[src/rmtfq_pkg.sv]
`timescale 1ns / 1ps
// ----------------------------------------------------------------------------
// rmtfq_pkg
// Shared types and constants of the rotate and move-to-front queue.
// ----------------------------------------------------------------------------
package rmtfq_pkg;

	localparam int MAX_IDS_DEF = 64;
	localparam int COUNT_RESET = 64;
	localparam int ID_W        = 7;

	typedef enum logic {
		CMD_SERVE   = 1'b0,
		CMD_PROMOTE = 1'b1
	} cmd_t;

	localparam logic STS_OK     = 1'b0;
	localparam logic STS_ABSENT = 1'b1;

	typedef enum logic [2:0] {
		S_INIT,
		S_IDLE,
		S_SRV,
		S_WALK,
		S_DONE
	} state_t;

	// controller -> datapath
	typedef struct packed {
		logic reload;
		logic sweep;
		logic accept;
		logic walk;
		logic res_bad;
		logic res_srv;
		logic out_load;
	} ctl_t;

	// datapath -> controller
	typedef struct packed {
		logic sweep_last;
		logic promote;
		logic tgt_bad;
		logic walk_hit;
	} sts_t;

endpackage

[src/rmtfq_ram.sv]
`timescale 1ns / 1ps
// ----------------------------------------------------------------------------
// rmtfq_ram
// Generic simple dual-port RAM: one write port, one read port, registered read.
// ----------------------------------------------------------------------------
module rmtfq_ram #(
	parameter int WIDTH = 8,
	parameter int DEPTH = 64
) (
	input  logic                     clk,
	input  logic                     we,
	input  logic [$clog2(DEPTH)-1:0] waddr,
	input  logic [WIDTH-1:0]         wdata,
	input  logic                     re,
	input  logic [$clog2(DEPTH)-1:0] raddr,
	output logic [WIDTH-1:0]         rdata
);

	logic [WIDTH-1:0] mem_q [DEPTH];

	always_ff @(posedge clk) begin
		if (we) begin
			mem_q[waddr] <= wdata;
		end
		if (re) begin
			rdata <= mem_q[raddr];
		end
	end

endmodule

[src/rmtfq_dp.sv]
`timescale 1ns / 1ps
// ----------------------------------------------------------------------------
// rmtfq_dp
// Datapath: circular order store with head pointer, walk carry, result and
// output registers.
// ----------------------------------------------------------------------------
module rmtfq_dp #(
	parameter int MAX_IDS = rmtfq_pkg::MAX_IDS_DEF
) (
	input  logic                          clk,
	input  logic                          arst_n,
	input  rmtfq_pkg::ctl_t               ctl,
	output rmtfq_pkg::sts_t               sts,
	input  logic [rmtfq_pkg::ID_W-1:0]    cfg_wr_data,
	input  logic                          cmd,
	input  logic [rmtfq_pkg::ID_W-1:0]    target_id,
	output logic [rmtfq_pkg::ID_W-1:0]    served_id,
	output logic                          status
);
	import rmtfq_pkg::*;

	localparam int AW      = $clog2(MAX_IDS);
	localparam int CW      = $clog2(MAX_IDS + 1);
	localparam int CNT_RST = (COUNT_RESET > MAX_IDS) ? MAX_IDS : COUNT_RESET;

	logic [CW-1:0]   count_q;
	logic [AW-1:0]   head_q;
	logic [AW-1:0]   ptr_q;
	logic [AW-1:0]   raddr_q;
	logic [ID_W-1:0] carry_q;
	logic [ID_W-1:0] target_q;
	logic [ID_W-1:0] res_id_q;
	logic            res_st_q;
	logic [CW-1:0]   count_new;

	logic            ram_we;
	logic [AW-1:0]   ram_waddr;
	logic [ID_W-1:0] ram_wdata;
	logic            ram_re;
	logic [AW-1:0]   ram_raddr;
	logic [ID_W-1:0] ram_rdata;

	// next slot in the circular order of count_q entries
	function automatic logic [AW-1:0] slot_inc(input logic [AW-1:0] a,
		input logic [CW-1:0] cnt);
		logic [AW-1:0] r;
		if ((CW'(a) + CW'(1)) == cnt) begin
			r = '0;
		end else begin
			r = a + AW'(1);
		end
		return r;
	endfunction

	// clamp written count to 1..MAX_IDS
	always_comb begin
		if (cfg_wr_data == '0) begin
			count_new = CW'(1);
		end else if (int'(cfg_wr_data) > MAX_IDS) begin
			count_new = CW'(MAX_IDS);
		end else begin
			count_new = CW'(cfg_wr_data);
		end
	end

	always_comb begin
		sts.sweep_last = (CW'(ptr_q) + CW'(1)) == count_q;
		sts.promote    = (cmd == CMD_PROMOTE);
		sts.tgt_bad    = (target_id == '0) || (int'(target_id) > int'(count_q));
		sts.walk_hit   = (ram_rdata == target_q);
	end

	always_ff @(posedge clk or negedge arst_n) begin
		if (!arst_n) begin
			count_q <= CW'(CNT_RST);
			head_q  <= '0;
			ptr_q   <= '0;
		end else if (ctl.reload) begin
			count_q <= count_new;
			head_q  <= '0;
			ptr_q   <= '0;
		end else if (ctl.sweep) begin
			ptr_q <= sts.sweep_last ? '0 : ptr_q + AW'(1);
		end else if (ctl.res_srv) begin
			// front moves to the back: just advance the head
			head_q <= slot_inc(head_q, count_q);
		end
	end

	always_ff @(posedge clk) begin
		if (ctl.accept) begin
			raddr_q  <= head_q;
			carry_q  <= target_id;
			target_q <= target_id;
		end else if (ctl.walk && !sts.walk_hit) begin
			raddr_q <= slot_inc(raddr_q, count_q);
			carry_q <= ram_rdata;
		end

		if (ctl.res_bad) begin
			res_id_q <= '0;
			res_st_q <= STS_ABSENT;
		end else if (ctl.res_srv) begin
			res_id_q <= ram_rdata;
			res_st_q <= STS_OK;
		end else if (ctl.walk && sts.walk_hit) begin
			res_id_q <= '0;
			res_st_q <= STS_OK;
		end

		if (ctl.out_load) begin
			served_id <= res_id_q;
			status    <= res_st_q;
		end
	end

	// walk: each slot takes the carried word, carry picks up the old one
	always_comb begin
		ram_we    = ctl.sweep || ctl.walk;
		ram_waddr = ctl.sweep ? ptr_q : raddr_q;
		ram_wdata = ctl.sweep ? (ID_W'(ptr_q) + ID_W'(1)) : carry_q;
		ram_re    = ctl.accept || (ctl.walk && !sts.walk_hit);
		ram_raddr = ctl.accept ? head_q : slot_inc(raddr_q, count_q);
	end

	rmtfq_ram #(
		.WIDTH (ID_W),
		.DEPTH (MAX_IDS)
	) u_ram (
		.clk   (clk),
		.we    (ram_we),
		.waddr (ram_waddr),
		.wdata (ram_wdata),
		.re    (ram_re),
		.raddr (ram_raddr),
		.rdata (ram_rdata)
	);

endmodule

[src/rmtfq_ctrl.sv]
`timescale 1ns / 1ps
// ----------------------------------------------------------------------------
// rmtfq_ctrl
// Controller: init sweep, command sequencing and output word handshake.
// ----------------------------------------------------------------------------
module rmtfq_ctrl (
	input  logic            clk,
	input  logic            arst_n,
	input  logic            cfg_wr_en,
	input  logic            in_valid,
	output logic            in_ready,
	output logic            out_valid,
	input  logic            out_ready,
	input  rmtfq_pkg::sts_t sts,
	output rmtfq_pkg::ctl_t ctl
);
	import rmtfq_pkg::*;

	state_t state_q;
	state_t state_nxt;
	logic   out_valid_q;

	always_ff @(posedge clk or negedge arst_n) begin
		if (!arst_n) begin
			state_q     <= S_INIT;
			out_valid_q <= 1'b0;
		end else begin
			state_q <= state_nxt;
			if (ctl.out_load) begin
				out_valid_q <= 1'b1;
			end else if (out_ready) begin
				out_valid_q <= 1'b0;
			end
		end
	end

	always_comb begin
		ctl        = '0;
		ctl.reload = cfg_wr_en;
		state_nxt  = state_q;
		in_ready   = 1'b0;
		unique case (state_q)
			S_INIT: begin
				ctl.sweep = 1'b1;
				if (sts.sweep_last) begin
					state_nxt = S_IDLE;
				end
			end
			S_IDLE: begin
				in_ready = !cfg_wr_en;
				if (in_valid && !cfg_wr_en) begin
					ctl.accept = 1'b1;
					if (!sts.promote) begin
						state_nxt = S_SRV;
					end else if (sts.tgt_bad) begin
						ctl.res_bad = 1'b1;
						state_nxt   = S_DONE;
					end else begin
						state_nxt = S_WALK;
					end
				end
			end
			S_SRV: begin
				ctl.res_srv = 1'b1;
				state_nxt   = S_DONE;
			end
			S_WALK: begin
				ctl.walk = 1'b1;
				if (sts.walk_hit) begin
					state_nxt = S_DONE;
				end
			end
			S_DONE: begin
				if (!out_valid_q || out_ready) begin
					ctl.out_load = 1'b1;
					state_nxt    = S_IDLE;
				end
			end
			default: begin
				state_nxt = S_INIT;
			end
		endcase
		// any count write restarts the ascending reload
		if (cfg_wr_en) begin
			state_nxt = S_INIT;
		end
	end

	assign out_valid = out_valid_q;

endmodule

[src/rotate_and_move_to_front_queue_core.sv]
`timescale 1ns / 1ps
// Sequencing: a serve goes accept, S_SRV, S_DONE; a promote goes accept, S_WALK
//   (one slot read and one slot written per cycle up to the target), S_DONE; a
//   rejected promote goes accept, S_DONE. S_DONE waits while the output word is
//   held unaccepted, and no new command is accepted until the last is done.
// Reset and every count write: a reload sweep over the count slots (64 by default)
//   writes ascending ids; in_ready stays low meanwhile.
// ----------------------------------------------------------------------------
// rotate_and_move_to_front_queue_core
// Rotate / move-to-front id queue: controller plus circular-buffer datapath.
// ----------------------------------------------------------------------------
module rotate_and_move_to_front_queue_core #(
	parameter int MAX_IDS = rmtfq_pkg::MAX_IDS_DEF
) (
	input  logic                       clk,
	input  logic                       arst_n,
	input  logic                       cfg_wr_en,
	input  logic [rmtfq_pkg::ID_W-1:0] cfg_wr_data,
	input  logic                       in_valid,
	output logic                       in_ready,
	input  logic                       cmd,
	input  logic [rmtfq_pkg::ID_W-1:0] target_id,
	output logic                       out_valid,
	input  logic                       out_ready,
	output logic [rmtfq_pkg::ID_W-1:0] served_id,
	output logic                       status
);
	import rmtfq_pkg::*;

	ctl_t ctl;
	sts_t sts;

	rmtfq_ctrl u_ctrl (
		.clk       (clk),
		.arst_n    (arst_n),
		.cfg_wr_en (cfg_wr_en),
		.in_valid  (in_valid),
		.in_ready  (in_ready),
		.out_valid (out_valid),
		.out_ready (out_ready),
		.sts       (sts),
		.ctl       (ctl)
	);

	rmtfq_dp #(
		.MAX_IDS (MAX_IDS)
	) u_dp (
		.clk         (clk),
		.arst_n      (arst_n),
		.ctl         (ctl),
		.sts         (sts),
		.cfg_wr_data (cfg_wr_data),
		.cmd         (cmd),
		.target_id   (target_id),
		.served_id   (served_id),
		.status      (status)
	);

	// no word accepted in the same cycle as a count write
	a_no_accept_on_cfg: assert property (@(posedge clk) disable iff (!arst_n)
		!(in_valid && in_ready && cfg_wr_en))
		else $error("input accepted during count write");

	// a count write always starts a reload sweep
	a_cfg_blocks_input: assert property (@(posedge clk) disable iff (!arst_n)
		cfg_wr_en |=> !in_ready)
		else $error("input ready right after count write");

	// one command at a time
	a_busy_after_accept: assert property (@(posedge clk) disable iff (!arst_n)
		(in_valid && in_ready) |=> !in_ready)
		else $error("second word accepted while busy");

	// sweep, accept, walk, res_srv and out_load are mutually exclusive
	a_ctl_exclusive: assert property (@(posedge clk) disable iff (!arst_n)
		$onehot0({ctl.sweep, ctl.accept, ctl.walk, ctl.res_srv, ctl.out_load}))
		else $error("overlapping datapath commands");

endmodule

[config.mk]
export PLATFORM = sky130hd
export DESIGN_NAME = rotate_and_move_to_front_queue_core
export DESIGN_NICKNAME = d
export VERILOG_FILES = /design/src/rmtfq_pkg.sv /design/src/rmtfq_ram.sv /design/src/rmtfq_dp.sv /design/src/rmtfq_ctrl.sv /design/src/rotate_and_move_to_front_queue_core.sv
export SDC_FILE = /design/constraint.sdc
export NUM_CORES = 1
export LEC_CHECK = 0
export BUFFER_PORTS_ARGS = -buffer_cell sky130_fd_sc_hd__buf_4
export CAP_MARGIN = 10
export CELL_PAD_IN_SITES_DETAIL_PLACEMENT = 2
export CELL_PAD_IN_SITES_GLOBAL_PLACEMENT = 2
export CORE_AREA = 5 5 207 209
export CTS_BUF_LIST = sky130_fd_sc_hd__clkbuf_4 sky130_fd_sc_hd__clkbuf_8
export CTS_CLUSTER_SIZE = 25
export DETAILED_ROUTE_END_ITERATION = 10
export DIE_AREA = 0 0 212 214
export HOLD_SLACK_MARGIN = 0.06
export MAX_ROUTING_LAYER = met4
export PLACE_DENSITY_LB_ADDON = 0.1
export SYNTH_ARGS = -nofsm -noshare
export SYNTH_HDL_FRONTEND = slang
export SYNTH_SLANG_ARGS = --single-unit
[constraint.sdc]
create_clock -name clk -period 10.8 [get_ports clk]
set_input_delay 1.62 -clock clk [delete_from_list [all_inputs] [get_ports clk]]
set_output_delay 1.62 -clock clk [all_outputs]
set_load 0.01 [all_outputs]
==> results of run 1 <==
## synthesized netlist by cell type (8+ instances only)
| cell | n |
|---|---|
| nand2_1 | 150 |
| buf_4 | 10 |
| a32oi_1 | 12 |
| mux2i_1 | 112 |
| clkbuf_1 | 24 |
| nand3_1 | 36 |
| a21oi_1 | 27 |
| inv_1 | 14 |
| nor3_1 | 10 |
| mux4_2 | 58 |
| nand3b_1 | 8 |
| o221ai_1 | 13 |
| o21ai_0 | 53 |
| a22oi_1 | 8 |
| xor2_1 | 13 |
| a21o_1 | 8 |
| xnor2_1 | 24 |
| edfxtp_1 | 483 |
| o22ai_1 | 15 |
| ha_1 | 10 |
| dfxtp_1 | 8 |
| buf_2 | 20 |
| nand4_1 | 17 |
| nor2_1 | 104 |
| dfrtp_1 | 22 |
| nor4_1 | 8 |
## through the flow
stage	utilization, %	instance area (µm²)	setup slack [ns]	hold slack [ns]	cells
after detailed placement	54.40	22110	4.411	0.4410	1866
after floorplan	-	21400	6.427	0.4090	1354
after global placement	54.40	22110	4.640	0.4185	1866
after CTS	58.33	23710	4.964	0.4556	2012
## kinds of logic after synthesis
| kind of cell | count (synthesis) |
|---|---|
| flip-flops | 514 |
| AND/OR/NAND/NOR | 350 |
| AO/OA/AOI/OAI | 185 |
| multiplexers | 171 |
| buffers and inverters | 85 |
| XOR/XNOR | 39 |
| adder cells (fa/ha/maj) | 10 |
==> flow_summary_export.csv, run 1 <==
group,metric,value,unit
synthesis,synth_fa_ha_area_share,0.5846,%
die,rows,74,
synthesis,yosys_most_used_dff,"edfxtp_1",
synthesis,syn_area_per_cell,15.81,µm²
synthesis,synthCells,1354,
run_status,error,"[ERROR DPL-0033] detailed placement checks failed during check placement.",
synthesis,async_flop_share,4.475,%
synthesis,syn-num-nets,1384,
placed_design,io_buffer_count,29,
synthesis,yosysSeqAreaShare,71.21,%
synthesis,ys_types,66,
die,die_x,212,µm
synthesis,muxShareOfSynthArea,11.39,%
clock_network,ctsLongestPathBuffers,3,
synthesis,synth_area_leaders,"edfxtp_1 68%, mux4_2 6.1%, mux2i_1 5.2%, nand2_1 2.6%, dfrtp_1 2.6%",
synthesis,yosysTopAreaCellShare,67.77,%
clock_network,cts_sinks,514,
global_route,grt_max_degree,116,
synthesis,syn_area,21400,µm²
synthesis,synthXorXnorAreaFrac,1.725,%
synthesis,yosysTopAreaCell,"edfxtp_1",
die,io_pins,30,
clock_network,cts_inserted_buffers,83,
synthesis,synth_simple_gate_area_share,7.150,%
synthesis,yosys_register_bits,514,
die,die_h,214,µm
run_status,outcome,"aborted with a tool error",
die,initial_core_util,52.66,%
global_route,antenna_found_initial,4,
run_status,haltStage,"global routing (5_1_grt)",
placed_design,routabilityCongestion,0.8867,
clock_network,cts_root_buf,"clkbuf_8",
synthesis,synth-compound-area-share,5.706,%
clock_network,cts_resized,0,
clock_network,cts_setup_buffers,0,
synthesis,synth_top_family_by_area,"multiplexers",
placed_design,dp_hpwl,45910,µm
synthesis,yosys_warnings,0,
clock_network,postCtsHoldBufs,0,
clock_network,cts_htree_levels,3,
synthesis,synth_edf_count,483,
==> run 2, diff against run 1 <==
- CELL_PAD_IN_SITES_DETAIL_PLACEMENT: 2 -> default
- CELL_PAD_IN_SITES_GLOBAL_PLACEMENT: 2 -> default
- CORE_AREA: 5 5 207 209 -> 5 5 238 240
- CTS_BUF_LIST: sky130_fd_sc_hd__clkbuf_4 sky130_fd_sc_hd__clkbuf_8 -> default
- CTS_CLUSTER_SIZE: 25 -> default
- DIE_AREA: 0 0 212 214 -> 0 0 243 245
- HOLD_SLACK_MARGIN: 0.06 -> default
- MAX_ROUTING_LAYER: met4 -> default
- PLACE_DENSITY_LB_ADDON: 0.1 -> 0.15
==> flow_summary_export.csv, run 2 <==
group,metric,value,unit
synthesis,async_flop_share,4.475,%
sta,timing.final.max_slew_violations,0,
worst_setup_path,end_kind,"flop",
synthesis,syn-num-nets,1384,
route,vias,11850,
clock_network,cts_setup_buffers,0,
worst_setup_path,ff2ff_setup_slack,5.44,ns
sta,period_minus_slack,5.992,ns
route,drt_first_iter_violations,898,
finish,nets,1419,
global_route,grt_pass1_wl,81170,µm
synthesis,ys_types,66,
clock_network,cts_resized,0,
worst_setup_path,cpLargestDelayFamily,"buffers and inverters",
clock_network,postCtsHoldBufs,0,
route,avgRoutedWirePerCell,25.48,µm
global_route,antenna_found_initial,0,
die,die_x,243,µm
die,initial_core_util,39.31,%
finish,syn_to_final_growth,12.70,%
die,io_pins,30,
clock_network,cts_htree_levels,2,
finish,regMostFlops,"u_dp.u_ram.mem_q",
global_route,first_global_vias,11840,
worst_setup_path,cp.depth,11,
power_and_ir_drop,p_leak,8.161,nW
sta,rsz0062_at_grt,"false",
clock_network,clock_latency,0.61,ns
power_and_ir_drop,ir_drop,0.0002422,V
sta,setup_violations,0,
clock_network,cts_inserted_buffers,54,
worst_setup_path,ff2ff_path_depth,11,
synthesis,yosysTopAreaCell,"edfxtp_1",
clock_network,cts_root_buf,"clkbuf_16",
route,ant_nets,0,
finish,antenna_cells,0,
run_status,outcome,"complete, no violations",
die,core,54450,µm²
worst_setup_path,critical_path.most_common_cell,"nand2_1",
global_route,grt_max_degree,118,
finish,largest_register_ffs,448,
finish,final_area,24120,µm²
synthesis,synth.most_common_cell,"edfxtp_1",
clock_network,clk_pin_slew,0.06,ns
flow_run,maxCapViolations,0,
worst_setup_path,start_kind,"input port",
power_and_ir_drop,p_per_area,270.2,nW/µm²
worst_setup_path,crit_fanout,117,
synthesis,syn_area,21400,µm²
worst_setup_path,worstPathArrival,6.36,ns
sta,period_share,55.48,%
sta,slew_headroom,33.34,%
worst_setup_path,path_buf_inv,3,
placed_design,routabilityCongestion,0.8209,
global_route,grt_usage,18.16,%
finish,finish.utilization,44.30,%
worst_setup_path,crit_chain,"buf_4, nor4_4, nand2_1, clkinv_1, nand2_1, and2_4, buf_12, mux4_2, mux2i_1, a221oi_1, a22o_1",
die,rows,86,
sta,max_freq,0.1669,GHz
placed_design,io_buffer_count,29,
synthesis,synth_area_leaders,"edfxtp_1 68%, mux4_2 6.1%, mux2i_1 5.2%, nand2_1 2.6%, dfrtp_1 2.6%",
route,firstDrtPassIters,7,
die,die_h,245,µm
synthesis,synth_common_cells,"483 x edfxtp_1, 150 x nand2_1, 112 x mux2i_1",
synthesis,yosys_most_used_dff,"edfxtp_1",
route,vias_per_cell,5.546,
synthesis,synth_edf_count,483,
synthesis,yosys_warnings,0,
global_route,grt_overflow,0,
die,die_area,59540,µm²
worst_setup_path,cp_slowest_cell,"and2_4",
sta,worstMarginPinSlew,0.9999,ns
worst_setup_path,cp.required,11.17,ns
sta,skew,0.01909,ns
finish,mostFrequentLayoutCells,"483 x edfxtp_1, 150 x nand2_1, 112 x mux2i_1",
clock_network,cts_sinks,514,
power_and_ir_drop,power,6.519,mW
sta,final.setup.tns,0,ns
synthesis,yosys_register_bits,514,
route,drc_errors,0,
clock_network,ctsLongestPathBuffers,3,
min_path,hold_path.class,"reg2reg",
sta,hold_viol,0,
finish,drive_above_1_share,14.46,%
synthesis,yosysSeqAreaShare,71.21,%
synthesis,yosysTopAreaCellShare,67.77,%
placed_design,dp_hpwl,34520,µm
worst_setup_path,cpPeakStageDelay,0.82,ns
clock_network,cts_tree,"yes",
synthesis,synthCells,1354,
finish,layout_commonest_cell,"edfxtp_1",
placed_design,post_dp_cell_area,22310,µm²
worst_setup_path,worstSetupPathType,"in2reg",
synthesis,syn_area_per_cell,15.81,µm²
min_path,hold_path_depth,0,
route,drt_wl_total,54420,µm
==> run 2: final timing paths <==
path                                          startpoint                             to
max in group asynchronous                         arst_n    u_dp.count_q[6]$_DFFE_PN1P_
min reg2reg                u_dp.res_id_q[3]$_SDFFE_PP0P_    u_dp.served_id[3]$_DFFE_PP_
max reg2reg                u_ctrl.state_q[0]$_DFFE_PN0P_  u_dp.u_ram.rdata[3]$_DFFE_PP_
min                        u_dp.res_id_q[3]$_SDFFE_PP0P_    u_dp.served_id[3]$_DFFE_PP_
min in group asynchronous                         arst_n     u_dp.head_q[0]$_DFFE_PN0P_
max                                            cfg_wr_en  u_dp.u_ram.rdata[3]$_DFFE_PP_
==> run 2: final cells by class <==
type | instances | area (µm²)
Inverter | 19 | 73.82
Clock inverter | 27 | 295.3
Multi-Input combinational cell | 755 | 5772
Timing Repair Buffer | 45 | 357.8
Clock buffer | 72 | 1501
Tap cell | 704 | 880.8
Fill cell | 4790 | 30330
Sequential cell | 514 | 15240
==> run 2: metrics by stage <==
| stage | hold slack [ns] | std cells | setup WS [ns] |
|---|---|---|---|
| after floorplan | 0.4090 | 1354 | 6.427 |
| after global placement | 0.4232 | 2036 | 4.243 |
| after detailed placement | 0.4286 | 2036 | 4.127 |
| after CTS | 0.4467 | 2135 | 4.806 |
| after global routing | 0.4751 | 2136 | 4.407 |
| final | 0.4525 | 2136 | 4.808 |
==> run 2: kinds of logic (layout without fill, tap and decap cells) <==
| kind of cell | after synthesis | count (layout) | share of synthesized area, % |
|---|---|---|---|
| DFF | 514 | 514 | 71.21 |
| and+or+nand+nor | 350 | 350 | 7.150 |
| AOI/OAI and AO/OA | 185 | 185 | 5.706 |
| muxes | 171 | 171 | 11.39 |
| buffers and inverters | 85 | 163 | 2.233 |
| xor gates and xnor gates | 39 | 39 | 1.725 |
| adders and majority gates | 10 | 10 | 0.5846 |
==> run 2: per-layer routing <==
| layer | global-route usage [%] | vias to the layer above | wire length [µm] |
|---|---|---|---|
| met3 | 2.602 | 86 | 3015 |
| met5 | 0 | - | 0 |
| met1 | 25.19 | 6047 | 23760 |
| met4 | 6.609 | 0 | 1727 |
| li1 | - | 5344 | - |
| met2 | 29.52 | 369 | 25910 |
==> run 2: power breakdown <==
group | internal, mW | switching, mW | total (mW)
combinational | 0.492 | 1.34 | 1.83
sequential | 2.74 | 0.0838 | 2.83
clock | 1.08 | 0.783 | 1.86
total | 4.31 | 2.21 | 6.52
==> run 2: worst reg2reg max path: stages (launching register included) <==
cell and delay [ns]:
dfrtp_1 0.50, inv_2 0.13, nor4_4 0.06, nand2_1 0.39
clkinv_1 0.69, nand2_1 0.25, and2_4 0.82, buf_12 0.73
mux4_2 0.78, mux2i_1 0.37, a221oi_1 0.17, a22o_1 0.23
No activity file was read; power rests on OpenSTA's default activity.
==> run 3, diff against run 2 <==
- ABC_AREA: default -> 1
- CORE_AREA: 5 5 238 240 -> 5 5 249 251
- DIE_AREA: 0 0 243 245 -> 0 0 254 256
- clock period: 10.8 -> 5.46 ns (I/O delays scaled with it)
==> flow_summary_export.csv, run 3 <==
group,metric,value,unit
clock_network,cts_root_buf,"clkbuf_16",
worst_setup_path,cp_slowest_cell,"buf_12",
finish,antenna_cells,0,
worst_setup_path,ff2ff_path_depth,16,
route,drt_first_iter_violations,1331,
finish,regMostFlops,"u_dp.u_ram.mem_q",
worst_setup_path,end_kind,"flop",
sta,setup_violations,0,
die,io_pins,30,
synthesis,synth_area_leaders,"edfxtp_1 62%, nand3_1 11%, nand2_1 6.4%, inv_1 5.6%, nand3b_1 4.5%",
synthesis,muxShareOfSynthArea,0,%
placed_design,dp_hpwl,38840,µm
route,avgRoutedWirePerCell,21.47,µm
worst_setup_path,cp.required,5.82,ns
synthesis,synth_common_cells,"506 x nand3_1, 483 x edfxtp_1, 402 x nand2_1",
finish,mostFrequentLayoutCells,"506 x nand3_1, 483 x edfxtp_1, 400 x nand2_1",
global_route,grt_usage,20.02,%
power_and_ir_drop,ir_drop,0.0003370,V
finish,nFillCells,5671,
route,drc_errors,0,
die,die_area,65020,µm²
worst_setup_path,start_kind,"flop",
sta,period_minus_slack,4.146,ns
global_route,first_global_vias,15800,
synthesis,synth_fa_ha_area_share,0.5333,%
finish,layout_commonest_cell,"nand3_1",
route,vias,16240,
worst_setup_path,critical_path.most_common_cell,"nand3_1",
synthesis,yosys_warnings,0,
min_path,hold_path.class,"in2async",
clock_network,clock_latency,0.63,ns
synthesis,syn_area_per_cell,10.39,µm²
route,ant_nets,0,
die,die_h,256,µm
sta,slew_headroom,23.89,%
sta,timing.final.max_slew_violations,0,
worst_setup_path,worstSetupPathType,"reg2reg",
sta,max_freq,0.2412,GHz
run_status,outcome,"complete, no violations",
die,core,59680,µm²
clock_network,ctsLongestPathBuffers,3,
clock_network,cts_resized,0,
global_route,grt_max_degree,183,
finish,drive_above_1_share,7.059,%
finish,final_cells,3077,
placed_design,placed_cells,2974,
sta,period_share,75.94,%
route,drt_wl_total,66060,µm
synthesis,synth-compound-area-share,1.707,%
finish,largest_register_ffs,448,
synthesis,yosysSeqAreaShare,64.97,%
clock_network,clk_pin_slew,0.06,ns
synthesis,yosysTopAreaCellShare,61.82,%
clock_network,cts_inserted_buffers,56,
placed_design,io_buffer_count,29,
synthesis,syn-num-nets,2288,
sta,rsz0062_at_grt,"false",
synthesis,ys_types,40,
global_route,grt_pass1_wl,100400,µm
clock_network,postCtsHoldBufs,0,
synthesis,synth_simple_gate_area_share,23.96,%
route,vias_per_cell,5.279,
finish,nets,2280,
sta,hold_viol,0,
worst_setup_path,crit_chain,"inv_2, nand3_1, nor2_1, nand2_1, inv_2, nor2_1, nand2_8, nand2_8, buf_12, nand2_1, nand3_1, nand3_1, nand3_1, nand3_1, nand3_1, nand2_1",
synthesis,async_flop_share,4.475,%
clock_network,cts_tree,"yes",
finish,syn_to_final_growth,11.73,%
power_and_ir_drop,p_leak,10.36,nW
synthesis,synthCells,2258,
synthesis,syn_area,23460,µm²
power_and_ir_drop,p_per_area,501.3,nW/µm²
clock_network,cts_setup_buffers,0,
synthesis,yosys_most_used_dff,"edfxtp_1",
sta,final.setup.tns,0,ns
die,die_x,254,µm
global_route,antenna_found_initial,1,
synthesis,yosysTopAreaCell,"edfxtp_1",
route,firstDrtPassIters,7,
die,initial_core_util,39.31,%
power_and_ir_drop,power,13.14,mW
sta,worstMarginPinSlew,1.139,ns
synthesis,synth_top_family_by_area,"simple AND/OR/NAND/NOR gates",
worst_setup_path,worstPathArrival,4.50,ns
clock_network,cts_htree_levels,2,
worst_setup_path,crit_fanout,145,
worst_setup_path,cpPeakStageDelay,0.43,ns
clock_network,cts_sinks,514,
synthesis,yosys_register_bits,514,
sta,skew,0.02775,ns
flow_run,maxCapViolations,0,
die,rows,90,
placed_design,routabilityCongestion,0.8183,
synthesis,synth.most_common_cell,"nand3_1",
global_route,grt_overflow,0,
synthesis,synthXorXnorAreaFrac,0.7467,%
synthesis,synth_edf_count,483,
==> run 3: cell count changes after synthesis, moves of 17 or more <==
cell	before	now
nand3_1	36	506
nand2_1	150	402
mux4_2	58	0
a21oi_1	27	5
xnor2_1	24	7
inv_1	14	349
nand3b_1	8	140
buf_2	20	70
mux2i_1	112	0
==> run 3: critical path: cells and delay by family, from the launching register on <==
kind / cells / cell delay [ns]
DFF: 1 / 0.42
buffers and inverters: 3 / 0.81
and+or+nand+nor: 13 / 2.42
==> run 3: cell families (layout without fill, tap and decap cells) <==
group                    count (synthesis)  after routing
buffers and inverters                  477            514
flip-flops                             514            514
adder cells (fa/ha/maj)                 10             10
AO/OA/AOI/OAI                           67             67
AND/OR/NAND/NOR                       1170           1170
XOR/XNOR                                20             20
==> run 3: worst paths after layout <==
check | startpoint | endpoint | slack [ns]
max in group asynchronous | arst_n | u_dp.count_q[6]$_DFFE_PN1P_ | 5.08
worst min register to register | u_dp.res_id_q[0]$_SDFFE_PP0P_ | u_dp.served_id[0]$_DFFE_PP_ | 0.43
worst max register to register | u_ctrl.state_q[2]$_DFFE_PN0P_ | u_dp.u_ram.rdata[0]$_DFFE_PP_ | 1.31
worst max-delay path | u_ctrl.state_q[2]$_DFFE_PN0P_ | u_dp.u_ram.rdata[0]$_DFFE_PP_ | 1.31
worst min-delay path | arst_n | u_dp.count_q[5]$_DFFE_PN0P_ | 0.09
min in group clk | target_id[4] | u_dp.target_q[4]$_DFFE_PP_ | 0.42
==> run 3: where the power goes <==
part	switching, mW	total, mW	internal (mW)
clock	1.58	3.55	1.97
combinational	3.19	4.15	0.961
sequential	0.129	5.43	5.31
total	4.90	13.1	8.24
==> run 3: layout make-up <==
class,instances,area (µm²),share of cell area [%]
inverter,357,1340,5.112
clock inverter,39,264.0,1.007
multi-input combinational,1267,6439,24.56
sequential,514,15240,58.15
tap,782,978.4,3.733
timing repair buffer,54,518.0,1.976
clock buffer,64,1431,5.461
==> run 3: through the flow <==
step           util (%)  cell area (µm²)  hold WS (ns)  worst slack (ns)
2_1_floorplan         -            23460        0.4091            0.9273
6_report          43.92            26210       0.09323             1.314
3_5_place_dp      41.08            24520        0.4212             1.007
4_1_cts           43.92            26210       0.06351             1.351
5_1_grt           43.92            26210       0.09048             1.025
3_3_place_gp      41.08            24520        0.4196             1.083
==> run 3: routing by layer <==
| layer | part of all wire (%) | vias up | track usage, % |
|---|---|---|---|
| met5 | 0 | - | 0 |
| met2 | 48 | 483 | 33.06 |
| met3 | 5.5 | 99 | 2.723 |
| met4 | 2.8 | 0 | 5.579 |
| met1 | 44 | 8024 | 27.85 |
| li1 | - | 7638 | - |
==> run 4, diff against run 3 <==
- clock period: 5.46 -> 3.9 ns (I/O delays scaled with it)
==> flow_summary_export.csv, run 4 (synthesis results as in run 3) <==
group,metric,value,unit
run_status,outcome,"complete, no violations",
worst_setup_path,cp.required,4.23,ns
global_route,grt_overflow,0,
clock_network,ctsLongestPathBuffers,3,
die,die_area,65020,µm²
power_and_ir_drop,seqPwrFrac,40.9,%
finish,final-seq-area,15240,µm²
worst_setup_path,crit_fanout,51,
die,rows,90,
global_route,grt_usage,19.75,%
sta,max_freq,0.2722,GHz
clock_network,cts_setup_buffers,0,
worst_setup_path,cp_slowest_cell,"buf_4",
finish,largest_register_ffs,448,
global_route,grt_max_degree,183,
placed_design,post_dp_cell_area,25020,µm²
worst_setup_path,rr_endpoint,"u_dp.u_ram.rdata[0]$_DFFE_PP_",
die,initial_core_util,39.31,%
placed_design,dp_hpwl,39690,µm
finish,nFillCells,5599,
worst_setup_path,path_buf_inv,2,
worst_setup_path,cp.depth,18,
global_route,antenna_found_initial,1,
global_route,first_global_vias,15690,
power_and_ir_drop,switchingPower,6.823,mW
worst_setup_path,ff2ff_setup_slack,0.23,ns
sta,rsz0062_at_grt,"false",
flow_run,maxCapViolations,0,
worst_setup_path,r2r_start,"u_dp.raddr_q[0]$_DFFE_PP_",
finish,drive_above_1_share,9.184,%
route,vias,16330,
finish,mostFrequentLayoutCells,"506 x nand3_1, 483 x edfxtp_1, 400 x nand2_1",
placed_design,io_buffer_count,29,
placed_design,routabilityCongestion,0.8768,
die,io_pins,30,
sta,period_minus_slack,3.674,ns
worst_setup_path,critical_path.most_common_cell,"nand3_1",
finish,regMostFlops,"u_dp.u_ram.mem_q",
finish,multi_input_area,6439,µm²
sta,worstMarginPinSlew,1.097,ns
route,drt_wl_total,65090,µm
finish,layout_commonest_cell,"nand3_1",
clock_network,cts_tree,"yes",
clock_network,cts_htree_levels,2,
worst_setup_path,critPathLaunch,"u_dp.raddr_q[0]$_DFFE_PP_",
sta,slew_headroom,26.72,%
clock_network,cts_inserted_buffers,57,
min_path,hold_path.class,"in2reg",
power_and_ir_drop,internal-power,11.72,mW
finish,antenna_cells,0,
worst_setup_path,end_kind,"flop",
worst_setup_path,worstSetupPathType,"reg2reg",
sta,period_share,94.20,%
finish,final_area,26700,µm²
power_and_ir_drop,p_per_area,694.7,nW/µm²
route,vias_per_cell,5.210,
sta,skew,0.02692,ns
worst_setup_path,cp-endpoint,"u_dp.u_ram.rdata[0]$_DFFE_PP_",
route,avgRoutedWirePerCell,20.77,µm
sta,final.setup.tns,0,ns
sta,setup_violations,0,
worst_setup_path,crit_chain,"ha_1, nand2_1, inv_2, nand2_1, nand2_1, nand2_1, nand3_1, nor2_1, nand2_2, nand2_8, buf_4, nand3_1, nand3_1, nand3_1, nand3_1, nand3_1, nand3_1, nand2_1",
worst_setup_path,start_kind,"flop",
power_and_ir_drop,clkPwrFrac,26.5,%
die,die_x,254,µm
power_and_ir_drop,pwr-share-comb,32.6,%
finish,nets,2339,
finish,syn_to_final_growth,13.81,%
route,drt_first_iter_violations,1334,
route,firstDrtPassIters,7,
power_and_ir_drop,p_leak,10.67,nW
worst_setup_path,worstPathArrival,4.01,ns
clock_network,clk_pin_slew,0.05,ns
die,die_h,256,µm
finish,final_cells,3134,
clock_network,cts_sinks,514,
placed_design,placed_cells,3031,
power_and_ir_drop,swShare,36.79,%
worst_setup_path,cpLargestDelayFamily,"simple AND/OR/NAND/NOR gates",
sta,timing.final.max_slew_violations,0,
worst_setup_path,ff2ff_path_depth,18,
die,core,59680,µm²
route,drc_errors,0,
route,ant_nets,0,
power_and_ir_drop,ir_drop,0.0004887,V
clock_network,clock_latency,0.61,ns
sta,hold_viol,0,
clock_network,cts_root_buf,"clkbuf_16",
global_route,grt_pass1_wl,99190,µm
worst_setup_path,cpPeakStageDelay,0.51,ns
-- run 4: layout make-up --
type	count	area share, %
tap	782	3.664
multi-input combinational	1267	24.11
clock buffer	76	5.684
sequential	514	57.08
timing repair buffer	112	3.861
inverter	357	5.019
clock inverter	26	0.5764
-- run 4: how the worst min path moves through the flow --
stage | from | endpoint | slack [ns] | cells past startpoint
floorplan | arst_n | u_ctrl.out_valid$_DFFE_PN0P_ | 0.29 | 0
global placement | u_dp.res_id_q[6]$_SDFFE_PP0P_ | u_dp.served_id[6]$_DFFE_PP_ | 0.42 | 0
detailed placement | u_dp.res_id_q[6]$_SDFFE_PP0P_ | u_dp.served_id[6]$_DFFE_PP_ | 0.42 | 0
CTS | target_id[5] | u_dp.target_q[5]$_DFFE_PP_ | 0.15 | 1
global route | target_id[5] | u_dp.target_q[5]$_DFFE_PP_ | 0.17 | 1
finish | target_id[5] | u_dp.target_q[5]$_DFFE_PP_ | 0.19 | 1
-- run 4: stage by stage --
step	hold slack [ns]	util (%)	setup slack [ns]	power [mW]
global route	0.1719	44.74	0.04003	19.48
floorplan	0.2894	-	-0.6327	11.13
finish	0.1925	44.74	0.2262	18.55
CTS	0.1527	44.74	0.2712	18.71
detailed placement	0.4173	41.92	0.2821	13.79
global placement	0.4169	41.89	0.3079	13.71
-- run 4: routing by layer --
layer	vias to the layer above	track usage [%]	wire length [µm]
met5	-	0	0
met4	0	5.221	1517
met3	103	2.256	3457
met2	442	31.68	30610
met1	8032	28.74	29500
li1	7750	-	-
-- run 4: timing repair --
action,in CTS,in global routing
resized for setup,0,0
hold endpoints to repair,22,0
hold buffers,1,0
-- run 4: power by group through the flow --
| stage | Sequential [mW] | Clock (mW) | Combinational [mW] |
|---|---|---|---|
| 2_1_floorplan | 7.76 | 0 | 3.37 |
| 3_3_place_gp | 7.69 | 0 | 6.02 |
| 3_5_place_dp | 7.70 | 0 | 6.09 |
| 4_1_cts | 7.59 | 5.04 | 6.09 |
| 5_1_grt | 7.62 | 5.29 | 6.57 |
| 6_report | 7.59 | 4.92 | 6.04 |
